**config.mk**
```make
export PLATFORM = sky130hd
export DESIGN_NAME = polygon_convex_vertex_engine_core_flat
export DESIGN_NICKNAME = d
export VERILOG_FILES = /design/src/rtl/core/pcve_pkg.sv /design/src/rtl/core/pcve_req_if.sv /design/src/rtl/core/pcve_rsp_if.sv /design/src/rtl/core/polygon_convex_vertex_engine_core.sv /design/src/flat_wrapper.sv
export SDC_FILE = /design/constraint.sdc
export NUM_CORES = 2
export LEC_CHECK = 0
export CORE_MARGIN = 2
export CORE_UTILIZATION = 30
export DETAILED_ROUTE_END_ITERATION = 8
export DONT_BUFFER_PORTS = 1
export GPL_TIMING_DRIVEN = 0
export PLACE_DENSITY = 0.51
export SLEW_MARGIN = 20
export SYNTH_ARGS = -nofsm -noshare
export SYNTH_HDL_FRONTEND = slang
export SYNTH_SLANG_ARGS = --single-unit
```
**constraint.sdc**
```tcl
create_clock -name clk_i -period 11 [get_ports clk_i]
set_input_delay 1.65 -clock clk_i [delete_from_list [all_inputs] [get_ports clk_i]]
set_output_delay 1.65 -clock clk_i [all_outputs]
set_load 0.005 [all_outputs]
```
**src/rtl/core/pcve_pkg.sv**
```systemverilog
package pcve_pkg;

  // Store geometry and field widths
  localparam int unsigned MAX_VERTICES = 64;
  localparam int unsigned IDX_W        = $clog2(MAX_VERTICES);
  localparam int unsigned CNT_W        = $clog2(MAX_VERTICES + 1);
  localparam int unsigned COORD_W      = 16;
  localparam int unsigned DIFF_W       = COORD_W + 1;
  localparam int unsigned PROD_W       = 2 * DIFF_W;
  localparam int unsigned ACC_W        = PROD_W + 1;
  localparam int unsigned LEN_W        = 40;
  localparam int unsigned OP_W         = 2;
  localparam int unsigned STATUS_W     = 2;

  typedef enum logic [OP_W-1:0] {
    OP_ADD      = 2'd0,
    OP_CLASSIFY = 2'd1,
    OP_FIND     = 2'd2,
    OP_PATH     = 2'd3
  } op_e;

  typedef enum logic [STATUS_W-1:0] {
    ST_OK   = 2'd0,
    ST_FULL = 2'd1,
    ST_BAD  = 2'd2,
    ST_NONE = 2'd3
  } status_e;

endpackage

```
**src/rtl/core/pcve_req_if.sv**
```systemverilog
interface pcve_req_if;
  logic                                   valid;
  logic                                   ready;
  logic [pcve_pkg::OP_W-1:0]              operation;
  logic signed [pcve_pkg::COORD_W-1:0]    coord_x;
  logic signed [pcve_pkg::COORD_W-1:0]    coord_y;
  logic [pcve_pkg::IDX_W-1:0]             start_index;
  logic [pcve_pkg::IDX_W-1:0]             end_index;
  logic                                   count_self;
  logic                                   clockwise;
  logic                                   only_convex;

  modport source (
    output valid, operation, coord_x, coord_y, start_index, end_index,
           count_self, clockwise, only_convex,
    input  ready
  );

  modport sink (
    input  valid, operation, coord_x, coord_y, start_index, end_index,
           count_self, clockwise, only_convex,
    output ready
  );
endinterface

```
**src/rtl/core/pcve_rsp_if.sv**
```systemverilog
interface pcve_rsp_if;
  logic                            valid;
  logic                            ready;
  logic [pcve_pkg::STATUS_W-1:0]   status;
  logic [pcve_pkg::IDX_W-1:0]      found_index;
  logic [pcve_pkg::LEN_W-1:0]      path_length_sq;
  logic [pcve_pkg::CNT_W-1:0]      vertex_count;

  modport source (
    output valid, status, found_index, path_length_sq, vertex_count,
    input  ready
  );

  modport sink (
    input  valid, status, found_index, path_length_sq, vertex_count,
    output ready
  );
endinterface

```
**src/rtl/core/polygon_convex_vertex_engine_core.sv**
```systemverilog
// Channel | Dir | Carries                                              | Handshake
// req_i   | in  | operation, coord_x/y, start/end_index, flags         | valid/ready
// rsp_o   | out | status, found_index, path_length_sq, vertex_count    | valid/ready
//
// Add, and classify with three or fewer vertices, go straight to the finish state; a longer
// classify slides a three-vertex window over every vertex; find and path walk the convex
// flags circularly.
// One transaction is in flight at a time; ready is high only while idle.
// Reset (async, active low) clears the vertex count, convex flags and handshake state.
// A stalled response holds in the output register; the next request is still taken.
module polygon_convex_vertex_engine_core (
  input  logic     clk_i,
  input  logic     rst_ni,
  pcve_req_if.sink   req_i,
  pcve_rsp_if.source rsp_o
);

  localparam int unsigned IDX_W   = pcve_pkg::IDX_W;
  localparam int unsigned CNT_W   = pcve_pkg::CNT_W;
  localparam int unsigned COORD_W = pcve_pkg::COORD_W;
  localparam int unsigned DIFF_W  = pcve_pkg::DIFF_W;
  localparam int unsigned PROD_W  = pcve_pkg::PROD_W;
  localparam int unsigned ACC_W   = pcve_pkg::ACC_W;
  localparam int unsigned LEN_W   = pcve_pkg::LEN_W;
  localparam int unsigned MAX_V   = pcve_pkg::MAX_VERTICES;

  typedef enum logic [10:0] {
    S_IDLE   = 11'b000_0000_0001,
    S_CL_RD  = 11'b000_0000_0010,
    S_CL_SH  = 11'b000_0000_0100,
    S_CL_MUL = 11'b000_0000_1000,
    S_WALK   = 11'b000_0001_0000,
    S_PA_RD  = 11'b000_0010_0000,
    S_PA_M0  = 11'b000_0100_0000,
    S_PA_CHK = 11'b000_1000_0000,
    S_PA_LD  = 11'b001_0000_0000,
    S_PA_MUL = 11'b010_0000_0000,
    S_FIN    = 11'b100_0000_0000
  } state_e;

  // Step one place around the polygon in the walk direction, with wrap.
  function automatic logic [IDX_W-1:0] step_idx(input logic [IDX_W-1:0] pos,
                                                input logic [CNT_W-1:0] n,
                                                input logic             cw);
    logic [CNT_W-1:0] nm1;
    nm1 = n - CNT_W'(1);
    if (cw) begin
      step_idx = ({1'b0, pos} == nm1) ? '0 : pos + IDX_W'(1);
    end else begin
      step_idx = (pos == '0) ? nm1[IDX_W-1:0] : pos - IDX_W'(1);
    end
  endfunction

  // Control state
  state_e                 state_q, state_d;
  logic [CNT_W-1:0]       count_q, count_d;
  logic [MAX_V-1:0]       flags_q, flags_d;
  logic                   rsp_valid_q, rsp_valid_d;

  // Sequencer working registers
  logic [IDX_W-1:0]       pos_q, pos_d;      // memory read address / walk position
  logic [IDX_W-1:0]       mi_q, mi_d;        // vertex under classify, or path cursor
  logic [IDX_W-1:0]       e_q, e_d;
  logic [IDX_W-1:0]       cnt_q, cnt_d;      // candidates checked in the walk
  logic [CNT_W-1:0]       steps_q, steps_d;  // path segments taken
  logic [1:0]             fill_q, fill_d;
  logic [2:0]             mstep_q, mstep_d;
  logic                   cw_q, cw_d;
  logic                   path_q, path_d;

  // Vertex window: previous, current, next
  logic signed [COORD_W-1:0] px_q, px_d, py_q, py_d;
  logic signed [COORD_W-1:0] cx_q, cx_d, cy_q, cy_d;
  logic signed [COORD_W-1:0] nx_q, nx_d, ny_q, ny_d;

  // Shared multiplier and accumulators
  logic signed [PROD_W-1:0]  prod_q, prod_d;
  logic signed [ACC_W-1:0]   acc0_q, acc0_d, acc1_q, acc1_d;
  logic [LEN_W-1:0]          len_q, len_d;
  pcve_pkg::status_e         st_q, st_d;
  logic [IDX_W-1:0]          found_q, found_d;

  // Output register payload
  pcve_pkg::status_e         rsp_st_q, rsp_st_d;
  logic [IDX_W-1:0]          rsp_found_q, rsp_found_d;
  logic [LEN_W-1:0]          rsp_len_q, rsp_len_d;
  logic [CNT_W-1:0]          rsp_cnt_q, rsp_cnt_d;

  // Vertex memory, one entry holds {x, y}
  logic [2*COORD_W-1:0]      vmem [MAX_V];
  logic [2*COORD_W-1:0]      rd_q;
  logic                      mem_we;
  logic [2*COORD_W-1:0]      mem_wdata;

  logic req_fire;
  logic signed [DIFF_W-1:0]  ax, ay, bx, by;
  logic signed [DIFF_W-1:0]  mul_a, mul_b;
  logic signed [ACC_W-1:0]   prod_ext;
  logic signed [ACC_W-1:0]   dot;
  logic                      convex;
  logic [LEN_W:0]            len_sum;
  logic [CNT_W-1:0]          n_m1;
  logic [IDX_W-1:0]          vi_last;

  assign req_fire = req_i.valid && req_i.ready;
  assign req_i.ready = (state_q == S_IDLE);
  assign n_m1 = count_q - CNT_W'(1);
  assign vi_last = n_m1[IDX_W-1:0];

  assign rsp_o.valid          = rsp_valid_q;
  assign rsp_o.status         = rsp_st_q;
  assign rsp_o.found_index    = rsp_found_q;
  assign rsp_o.path_length_sq = rsp_len_q;
  assign rsp_o.vertex_count   = rsp_cnt_q;

  // Edge vectors from the current vertex to its neighbours
  assign ax = {px_q[COORD_W-1], px_q} - {cx_q[COORD_W-1], cx_q};
  assign ay = {py_q[COORD_W-1], py_q} - {cy_q[COORD_W-1], cy_q};
  assign bx = {nx_q[COORD_W-1], nx_q} - {cx_q[COORD_W-1], cx_q};
  assign by = {ny_q[COORD_W-1], ny_q} - {cy_q[COORD_W-1], cy_q};

  // Operand select for the shared multiplier
  always_comb begin
    mul_a = by;
    mul_b = by;
    if (path_q) begin
      if (mstep_q == 3'd0) begin
        mul_a = bx;
        mul_b = bx;
      end
    end else begin
      case (mstep_q)
        3'd0:    begin mul_a = ay; mul_b = bx; end
        3'd1:    begin mul_a = ax; mul_b = by; end
        3'd2:    begin mul_a = ax; mul_b = bx; end
        default: begin mul_a = ay; mul_b = by; end
      endcase
    end
  end

  assign prod_ext = {prod_q[PROD_W-1], prod_q};
  assign dot      = acc1_q + prod_ext;
  // Positive turn, or a straight line with both neighbours on the same side
  assign convex   = (!acc0_q[ACC_W-1] && (acc0_q != '0)) ||
                    ((acc0_q == '0) && !dot[ACC_W-1] && (dot != '0));
  assign len_sum  = {1'b0, len_q} + (LEN_W + 1)'(acc0_q[PROD_W-1:0]);

  assign mem_wdata = {req_i.coord_x, req_i.coord_y};

  always_comb begin
    state_d     = state_q;
    count_d     = count_q;
    flags_d     = flags_q;
    rsp_valid_d = rsp_valid_q;
    pos_d       = pos_q;
    mi_d        = mi_q;
    e_d         = e_q;
    cnt_d       = cnt_q;
    steps_d     = steps_q;
    fill_d      = fill_q;
    mstep_d     = mstep_q;
    cw_d        = cw_q;
    path_d      = path_q;
    px_d        = px_q;
    py_d        = py_q;
    cx_d        = cx_q;
    cy_d        = cy_q;
    nx_d        = nx_q;
    ny_d        = ny_q;
    prod_d      = PROD_W'(mul_a) * PROD_W'(mul_b);
    acc0_d      = acc0_q;
    acc1_d      = acc1_q;
    len_d       = len_q;
    st_d        = st_q;
    found_d     = found_q;
    rsp_st_d    = rsp_st_q;
    rsp_found_d = rsp_found_q;
    rsp_len_d   = rsp_len_q;
    rsp_cnt_d   = rsp_cnt_q;
    mem_we      = 1'b0;

    // Drop the response once taken; a fresh load below wins.
    if (rsp_o.ready) begin
      rsp_valid_d = 1'b0;
    end

    unique case (state_q)
      S_IDLE: begin
        if (req_fire) begin
          st_d    = pcve_pkg::ST_OK;
          found_d = '0;
          len_d   = '0;
          cw_d    = req_i.clockwise;
          e_d     = req_i.end_index;
          state_d = S_FIN;
          unique case (pcve_pkg::op_e'(req_i.operation))
            pcve_pkg::OP_ADD: begin
              if (count_q >= CNT_W'(MAX_V)) begin
                st_d = pcve_pkg::ST_FULL;
              end else begin
                mem_we  = 1'b1;
                count_d = count_q + CNT_W'(1);
              end
            end
            pcve_pkg::OP_CLASSIFY: begin
              flags_d = '0;
              path_d  = 1'b0;
              if (count_q == CNT_W'(3)) begin
                flags_d[2:0] = 3'b111;
              end else if (count_q > CNT_W'(3)) begin
                pos_d   = vi_last;
                fill_d  = '0;
                mi_d    = '0;
                state_d = S_CL_RD;
              end
            end
            pcve_pkg::OP_FIND: begin
              if ({1'b0, req_i.start_index} >= count_q) begin
                st_d = pcve_pkg::ST_BAD;
              end else begin
                path_d  = 1'b0;
                cnt_d   = '0;
                pos_d   = req_i.count_self ? req_i.start_index :
                          step_idx(req_i.start_index, count_q, req_i.clockwise);
                state_d = S_WALK;
              end
            end
            pcve_pkg::OP_PATH: begin
              if (({1'b0, req_i.start_index} >= count_q) ||
                  ({1'b0, req_i.end_index} >= count_q)) begin
                st_d = pcve_pkg::ST_BAD;
              end else if (req_i.only_convex &&
                           (!flags_q[req_i.start_index] ||
                            !flags_q[req_i.end_index])) begin
                st_d = pcve_pkg::ST_BAD;
              end else begin
                path_d  = 1'b1;
                pos_d   = req_i.start_index;
                mi_d    = req_i.start_index;
                steps_d = '0;
                state_d = S_PA_RD;
              end
            end
            default: ;
          endcase
        end
      end

      // Classify: slide a three-vertex window around the polygon
      S_CL_RD: begin
        state_d = S_CL_SH;
      end
      S_CL_SH: begin
        px_d  = cx_q;
        py_d  = cy_q;
        cx_d  = nx_q;
        cy_d  = ny_q;
        nx_d  = rd_q[2*COORD_W-1:COORD_W];
        ny_d  = rd_q[COORD_W-1:0];
        pos_d = step_idx(pos_q, count_q, 1'b1);
        if (fill_q == 2'd2) begin
          mstep_d = '0;
          state_d = S_CL_MUL;
        end else begin
          fill_d  = fill_q + 2'd1;
          state_d = S_CL_RD;
        end
      end
      S_CL_MUL: begin
        mstep_d = mstep_q + 3'd1;
        case (mstep_q)
          3'd1: acc0_d = prod_ext;
          3'd2: acc0_d = acc0_q - prod_ext;
          3'd3: acc1_d = prod_ext;
          3'd4: begin
            flags_d[mi_q] = convex;
            if (mi_q == vi_last) begin
              state_d = S_FIN;
            end else begin
              mi_d    = mi_q + IDX_W'(1);
              state_d = S_CL_RD;
            end
          end
          default: ;
        endcase
      end

      // Circular search for the next convex vertex
      S_WALK: begin
        if (flags_q[pos_q]) begin
          if (path_q) begin
            mi_d    = pos_q;
            state_d = S_PA_LD;
          end else begin
            found_d = pos_q;
            state_d = S_FIN;
          end
        end else if ({1'b0, cnt_q} == n_m1) begin
          st_d    = pcve_pkg::ST_NONE;
          len_d   = '0;
          state_d = S_FIN;
        end else begin
          pos_d = step_idx(pos_q, count_q, cw_q);
          cnt_d = cnt_q + IDX_W'(1);
        end
      end

      // Path: load the start vertex, then hop from convex vertex to convex vertex
      S_PA_RD: begin
        state_d = S_PA_M0;
      end
      S_PA_M0: begin
        cx_d    = rd_q[2*COORD_W-1:COORD_W];
        cy_d    = rd_q[COORD_W-1:0];
        state_d = S_PA_CHK;
      end
      S_PA_CHK: begin
        if (mi_q == e_q) begin
          state_d = S_FIN;
        end else if (steps_q >= count_q) begin
          st_d    = pcve_pkg::ST_NONE;
          len_d   = '0;
          state_d = S_FIN;
        end else begin
          pos_d   = step_idx(mi_q, count_q, cw_q);
          cnt_d   = '0;
          state_d = S_WALK;
        end
      end
      S_PA_LD: begin
        nx_d    = rd_q[2*COORD_W-1:COORD_W];
        ny_d    = rd_q[COORD_W-1:0];
        mstep_d = '0;
        state_d = S_PA_MUL;
      end
      S_PA_MUL: begin
        mstep_d = mstep_q + 3'd1;
        case (mstep_q)
          3'd1: acc0_d = prod_ext;
          3'd2: acc0_d = acc0_q + prod_ext;
          3'd3: begin
            // Saturate the running length at full scale
            len_d   = len_sum[LEN_W] ? '1 : len_sum[LEN_W-1:0];
            cx_d    = nx_q;
            cy_d    = ny_q;
            steps_d = steps_q + CNT_W'(1);
            state_d = S_PA_CHK;
          end
          default: ;
        endcase
      end

      // Hand the result to the output register once it is free
      S_FIN: begin
        if (!rsp_valid_q || rsp_o.ready) begin
          rsp_valid_d = 1'b1;
          rsp_st_d    = st_q;
          rsp_found_d = found_q;
          rsp_len_d   = len_q;
          rsp_cnt_d   = count_q;
          state_d     = S_IDLE;
        end
      end

      default: state_d = S_IDLE;
    endcase
  end

  always_ff @(posedge clk_i or negedge rst_ni) begin
    if (!rst_ni) begin
      state_q     <= S_IDLE;
      count_q     <= '0;
      flags_q     <= '0;
      rsp_valid_q <= 1'b0;
    end else begin
      state_q     <= state_d;
      count_q     <= count_d;
      flags_q     <= flags_d;
      rsp_valid_q <= rsp_valid_d;
    end
  end

  always_ff @(posedge clk_i) begin
    pos_q       <= pos_d;
    mi_q        <= mi_d;
    e_q         <= e_d;
    cnt_q       <= cnt_d;
    steps_q     <= steps_d;
    fill_q      <= fill_d;
    mstep_q     <= mstep_d;
    cw_q        <= cw_d;
    path_q      <= path_d;
    px_q        <= px_d;
    py_q        <= py_d;
    cx_q        <= cx_d;
    cy_q        <= cy_d;
    nx_q        <= nx_d;
    ny_q        <= ny_d;
    prod_q      <= prod_d;
    acc0_q      <= acc0_d;
    acc1_q      <= acc1_d;
    len_q       <= len_d;
    st_q        <= st_d;
    found_q     <= found_d;
    rsp_st_q    <= rsp_st_d;
    rsp_found_q <= rsp_found_d;
    rsp_len_q   <= rsp_len_d;
    rsp_cnt_q   <= rsp_cnt_d;
  end

  // Vertex store: one write port, one registered read port
  always_ff @(posedge clk_i) begin
    if (mem_we) begin
      vmem[count_q[IDX_W-1:0]] <= mem_wdata;
    end
    rd_q <= vmem[pos_q];
  end

endmodule
```
**src/flat_wrapper.sv**
```systemverilog
// flat-port wrapper written by rule: the top's interface ports become plain ports
module polygon_convex_vertex_engine_core_flat 
  (clk_i, rst_ni, req_i_valid, req_i_operation, req_i_coord_x, req_i_coord_y, req_i_start_index, req_i_end_index, req_i_count_self, req_i_clockwise, req_i_only_convex, req_i_ready, rsp_o_valid, rsp_o_status, rsp_o_found_index, rsp_o_path_length_sq, rsp_o_vertex_count, rsp_o_ready);
  pcve_req_if req_i_i ();
  pcve_rsp_if rsp_o_i ();
  input  logic clk_i;
  input  logic rst_ni;
  input wire logic [$bits(req_i_i.valid)-1:0] req_i_valid;
  input wire logic [$bits(req_i_i.operation)-1:0] req_i_operation;
  input wire logic [$bits(req_i_i.coord_x)-1:0] req_i_coord_x;
  input wire logic [$bits(req_i_i.coord_y)-1:0] req_i_coord_y;
  input wire logic [$bits(req_i_i.start_index)-1:0] req_i_start_index;
  input wire logic [$bits(req_i_i.end_index)-1:0] req_i_end_index;
  input wire logic [$bits(req_i_i.count_self)-1:0] req_i_count_self;
  input wire logic [$bits(req_i_i.clockwise)-1:0] req_i_clockwise;
  input wire logic [$bits(req_i_i.only_convex)-1:0] req_i_only_convex;
  output wire logic [$bits(req_i_i.ready)-1:0] req_i_ready;
  output wire logic [$bits(rsp_o_i.valid)-1:0] rsp_o_valid;
  output wire logic [$bits(rsp_o_i.status)-1:0] rsp_o_status;
  output wire logic [$bits(rsp_o_i.found_index)-1:0] rsp_o_found_index;
  output wire logic [$bits(rsp_o_i.path_length_sq)-1:0] rsp_o_path_length_sq;
  output wire logic [$bits(rsp_o_i.vertex_count)-1:0] rsp_o_vertex_count;
  input wire logic [$bits(rsp_o_i.ready)-1:0] rsp_o_ready;
  assign req_i_i.valid = req_i_valid;
  assign req_i_i.operation = req_i_operation;
  assign req_i_i.coord_x = req_i_coord_x;
  assign req_i_i.coord_y = req_i_coord_y;
  assign req_i_i.start_index = req_i_start_index;
  assign req_i_i.end_index = req_i_end_index;
  assign req_i_i.count_self = req_i_count_self;
  assign req_i_i.clockwise = req_i_clockwise;
  assign req_i_i.only_convex = req_i_only_convex;
  assign req_i_ready = req_i_i.ready;
  assign rsp_o_valid = rsp_o_i.valid;
  assign rsp_o_status = rsp_o_i.status;
  assign rsp_o_found_index = rsp_o_i.found_index;
  assign rsp_o_path_length_sq = rsp_o_i.path_length_sq;
  assign rsp_o_vertex_count = rsp_o_i.vertex_count;
  assign rsp_o_i.ready = rsp_o_ready;
  polygon_convex_vertex_engine_core u_core (.clk_i(clk_i), .rst_ni(rst_ni), .req_i(req_i_i), .rsp_o(rsp_o_i));
endmodule
```
-- Word level (Yosys, flattened, before mapping)
Memories as Yosys holds them, arrays and structs flattened. A register that Yosys moved wholly into a read port is not among the register bits.
Index checks and enable logic that the tools add are counted.
- bits in registers: 423
- bits in writable memories: 2048
- input port bits: 53
- memories kept: 1
- memory list (memory ; words ; width ; rd ports ; clocked after Yosys merged registers in ; wr ports ; RTL line ; text):
    u_core.vmem ; 64 ; 32 ; 1 ; 1 ; 1 ; polygon_convex_vertex_engine_core.sv:90 ; logic [2*COORD_W-1:0] vmem [MAX_V];
- add/subtract/negate cells: 20
- $mul: 1
- $lt $le $gt $ge: 10
- equal/unequal tests: 63
- mux-type cells: 133
- bitwise gates (word level): 1
- reduce and logical (&&, ||, !) cells: 57
- operators by type and width (cell ; number):
    $mux W40 ; 7
    $mux W6 ; 37
    $pmux W35 S2 ; 3
    $mux W64 ; 3
    $mux W11 ; 15
    $pmux W40 S4 ; 1
    $pmux W64 S2 ; 1
    $pmux W11 S11 ; 1
    $pmux W16 S3 ; 2
    $mux W17 ; 5
    $reduce_bool A35 Y1 ; 2
    $sub A16 B16 Y17 ; 4
    $bwmux W64 ; 1
    $pmux W6 S3 ; 3
    $add A40 B34 Y41 ; 1
    $ne A2 B2 Y1 const B ; 19
    $add A34 B34 Y35 ; 1
    $add A35 B34 Y35 ; 1
    $logic_not A35 Y1 ; 1
    $mux W7 ; 5
    $sub A35 B34 Y35 ; 1
    $mul A17 B17 Y34 ; 1
    $pmux W11 S3 ; 1
    $mux W16 ; 2
    68 further kinds ; 167

-- Logic depth before layout (Yosys ltp)
- word-level depth: 10
- mapped depth: 39
- mapped depth without buffers: 38

-- Worst setup path after synthesis
OpenSTA, ideal clock, no wires.
- path type: flip-flop to flip-flop
- start point: reg u_core.ny_q[0]
- end point: reg u_core.prod_q[33]
- setup time: 0.072 ns
- data arrival time: 8.614 ns
- data required time: 10.928 ns
- path slack: 2.314 ns
- cell stages (with the launch flop): 38
- path buffers: 1
- clock period less this slack: 8.686 ns
- path through: edfxtp_1 > inv_1 > ha_1 > fa_1 > nor2b_1 > o21ai_0 > a21boi_0 > o21a_1 > o41ai_1 > o211ai_1 > a21oi_1 > xnor2_1 > mux2i_1 > a21boi_0 > clkbuf_1 > nand2_1 > fa_1 > inv_1 > (+2 left out) > fa_1 > inv_1 > fa_1 > fa_1 > inv_1 > fa_1 > inv_1 > ha_1 > a21o_1 > a2bb2oi_1 > a21oi_1 > o31ai_1 > a21oi_1 > a41o_1 > o41ai_1 > o21bai_1 > a21oi_1 > xnor2_1
- cells in the longest elaborated chain, start to end: 4
- ends and longest elaborated chain (element ; RTL line ; text):
    start: declaration ; polygon_convex_vertex_engine_core.sv:74 ; logic signed [COORD_W-1:0] nx_q, nx_d, ny_q, ny_d;
    start signal: assignment ; polygon_convex_vertex_engine_core.sv:398 ; ny_q <= ny_d;
    $sub A16 B16 Y17 * ; polygon_convex_vertex_engine_core.sv:120 ; assign by = {ny_q[COORD_W-1], ny_q} - {cy_q[COORD_W-1], cy_q};
    $mux W17, on equally long branches ; polygon_convex_vertex_engine_core.sv:127, polygon_convex_vertex_engine_core.sv:132 ;
    $mux W17 ; polygon_convex_vertex_engine_core.sv:126 ; if (path_q) begin
    $mul A17 B17 Y34 * ; polygon_convex_vertex_engine_core.sv:170 ; prod_d = PROD_W'(mul_a) * PROD_W'(mul_b);
    net u_core.prod_d[33] ; polygon_convex_vertex_engine_core.sv:77 ; logic signed [PROD_W-1:0] prod_q, prod_d;
    end signal: assignment ; polygon_convex_vertex_engine_core.sv:399 ; prod_q <= prod_d;
    end: declaration ; polygon_convex_vertex_engine_core.sv:77 ;
Mark *: on every way through the listed nets, which the timed path passes. The rest lies on a longest branch.
A chain may end at the register's enable or synchronous reset.

-- Worst setup path after layout
- start point: reg u_core.cy_q[1]
- end point: reg u_core.prod_q[33]
- cells in the longest elaborated chain, start to end: 4
- ends and longest elaborated chain (element ; RTL line ; text):
    start: declaration ; polygon_convex_vertex_engine_core.sv:73 ; logic signed [COORD_W-1:0] cx_q, cx_d, cy_q, cy_d;
    start signal: assignment ; polygon_convex_vertex_engine_core.sv:396 ; cy_q <= cy_d;
    $sub A16 B16 Y17, on equally long branches ; polygon_convex_vertex_engine_core.sv:118, polygon_convex_vertex_engine_core.sv:120 ;
    $mux W17, on equally long branches ; polygon_convex_vertex_engine_core.sv:132, polygon_convex_vertex_engine_core.sv:127 ;
    $mux W17 ; polygon_convex_vertex_engine_core.sv:126 ;
    $mul A17 B17 Y34 * ; polygon_convex_vertex_engine_core.sv:170 ;
    net u_core.prod_d[33] ; polygon_convex_vertex_engine_core.sv:77 ;
Marked as above.

==> run_results.csv <==
group,metric,value,unit
clocking,cts_hold_buf,0,
routing,drt_wl_total,364,mm
clocking,htree_num_levels,5,
synth,synth_edf_count,2354,
timing,setup_viol_count_final,0,
synth,synth_top_cell_area_share,0.592,
timing,fmax,96.6,MHz
timing,tns,0,ps
global_route,grt_pass1_wl,516,mm
routing,drt_iter0_markers,7518,
layout,final_cell_mix,"2354 x edfxtp_1, 726 x mux4_2, 478 x inv_1",
layout,nFillCells,37400,
setup_path,cpMostUsedCell,"fa_1",
routing,ant_nets,0,
clocking,postCtsSetupBuffers,0,
die,die_w,635,um
synth,syn-num-nets,8073,
synth,syn_inst,7393,
worst_hold_path,holdCritPathClass,"reg2reg",
routing,vias,69200,
place,gp_congestion,0.899,
die,io_pins,110,
timing,post-route-min-period,10350,ps
layout,final_layout_size_suffix_gt1_frac,0.193,
synth,synth_area,119000,um2
clocking,cts_buffer_depth,4,
synth,ys_ff_latch,2503,
synth,ys_async_sr_fraction,0.0332,
clocking,clkSlewWorstSetupHoldPaths,60,ps
clocking,clock_sinks,2503,
setup_path,start_kind,"register",
synth,netlist.top_cell.by_area,"edfxtp_1",
clocking,clockRootBuffer,"clkbuf_16",
clocking,clock_latency,920,ps
clocking,cts_buffers,278,
layout,final_common_cell,"edfxtp_1",
synth,seq_area_frac_synth,0.621,
setup_path,critPathRequiredTime,11740,ps
synth,ys.flop_type,"edfxtp_1",
timing,finalCritPeriodShare,0.941,
die,die_area,403000,um2
place,io_buffers,0,
timing,slew_headroom,0.153,
timing,drv_slew,0,
setup_path,critPathArrivalTime,11090,ps
setup_path,rrSetupSlack,650,ps
die,core,396000,um2
setup_path,crit_slowest_cell,"fa_1",
setup_path,end_kind,"register",
synth,synth.avg_cell_area,16.1,um2
timing,hold_slack,430,ps
layout,finalNetCount,8503,
synth,synth_cell_type_count,95,
synth,synth.area.top_cells,"edfxtp_1 59%, mux4_2 14%, fa_1 5.1%",
timing,skew,75.8,ps
layout,syn2layout_area_growth,16.6,%
global_route,grt_pass1_vias,69700,
layout,utilization,0.351,
die,fp.dieH,635,um
timing,worst_pin_slew,1230,ps
clocking,cts_tree,"done",
die,rows,231,
setup_path,path_max_fanout,10,
setup_path,crit_type,"reg2reg",
run,cap_violations,0,
routing,wl_per_cell,27.4,um
global_route,grt_max_degree,84,
routing,dr.pass1.iters,6,
global_route,grt_remaining_overflow,0,
place,dp.final_hpwl,261,mm
timing,rsz0062_at_grt,"no",
global_route,antenna_found_initial,34,
setup_path,max_stage_delay,580,ps
status,status,"completed",
global_route,grt_util_all_layers,0.178,
routing,avgViaCountPerCell,5.20,
die,initial_core_util,0.301,
routing,drc,0,
timing,hold_viol,0,
synth,yosys_warnings,0,
flip-flops by register name, indices dropped and copies added (netlist names), 32 cells and up:
name and count:
u_core.len_q 40, u_core.vmem 2048, u_core.rd_q 32, u_core.acc1_q 34
u_core.prod_q 34, u_core.flags_q 64, u_core.acc0_q 35, u_core.rsp_o.path_length_sq 40
cell type report:
type                       count  area (um2)  share of cell area
buffer                       333        1420              0.0102
inverter                     482        1810              0.0130
clock buffer                 339        7410              0.0533
antenna                       12        30.0            0.000216
tap                         5242        6560              0.0472
clock inverter               160        1750              0.0126
multi-input combinational   4074       42700               0.307
sequential                  2503       74100               0.533
timing repair buffer         151        3280              0.0236
kinds of logic after synthesis:
group                      after synthesis  share of synthesized area
AOI/OAI and AO/OA                      921                     0.0496
xor gates and xnor gates               211                     0.0156
adders and majority gates              627                     0.0849
buffers and inverters                  816                     0.0264
DFF                                   2503                      0.621
muxes                                  796                      0.143
and+or+nand+nor                       1519                     0.0592
metal layers:
| metal | routed length, um | up-vias | global-route usage |
|---|---|---|---|
| li1 | - | 29400 | - |
| met1 | 149000 | 36600 | 0.233 |
| met2 | 179000 | 2580 | 0.302 |
| met3 | 24800 | 566 | 0.0289 |
| met4 | 11600 | 8 | 0.0541 |
| met5 | 48 | - | 0 |
cell usage after synthesis (all sizes together), types with 10 or more instances:
library cell and count:
edfxtp 2354, mux4 726, nor2 535, inv 481, nand2 401, ha 322, fa 305, o21ai 256
a21oi 249, clkbuf 233, xnor2 139, buf 101, a21o 89, nand3 88, nand4 87, dfrtp 82
nor3 80, xor2 72, nand2b 69, dfxtp 66, and2 51, nor2b 50, a211oi 42, mux2 40
and3 38, or3 34, mux2i 30, o31ai 28, o21a 26, nor4 23, o21bai 21, a31oi 20
o211ai 19, a211o 15, o22ai 15, or2 15, a21boi 14, a221oi 12, a2111oi 10, nor3b 10
worst max-delay path: cells and delay by family (launching register included):
family / cells / cell delay, ps
AOI/OAI and AO/OA: 14 / 4120
xor gates and xnor gates: 2 / 570
adders and majority gates: 8 / 3800
buffers and inverters: 5 / 650
DFF: 1 / 390
and+or+nand+nor: 5 / 670
through the flow:
| step | setup slack (ps) | cells | cell area [um2] |
|---|---|---|---|
| floorplan | 2310 | 7393 | 119000 |
| global placement | -594 | 12600 | 126000 |
| detailed placement | -35.2 | 12800 | 130000 |
| CTS | 16.7 | 13300 | 139000 |
| global route | 168 | 13300 | 139000 |
| finish | 646 | 13300 | 139000 |
worst paths after layout:
path / start / endpoint / cells past startpoint
worst max-delay path: u_core.cy_q[1] / u_core.prod_q[33] / 34
worst min-delay path: u_core.rd_q[10] / u_core.ny_q[10] / 0
worst max register to register: u_core.cy_q[1] / u_core.prod_q[33] / 34
worst min register to register: u_core.rd_q[10] / u_core.ny_q[10] / 0
max in group asynchronous: rst_ni / u_core.state_q[0] / 0
min in group asynchronous: rst_ni / u_core.count_q[3] / 0
what timing repair did:
action                     in CTS  in global routing
gates resized for setup         3                 14
setup endpoints to repair       1                  2
pin swaps                       0                  0
cloned                          0                  0
Power is left out: the tool's default activity adds up to more than one toggle a clock period on the data nets, which glitch-free logic cannot reach.
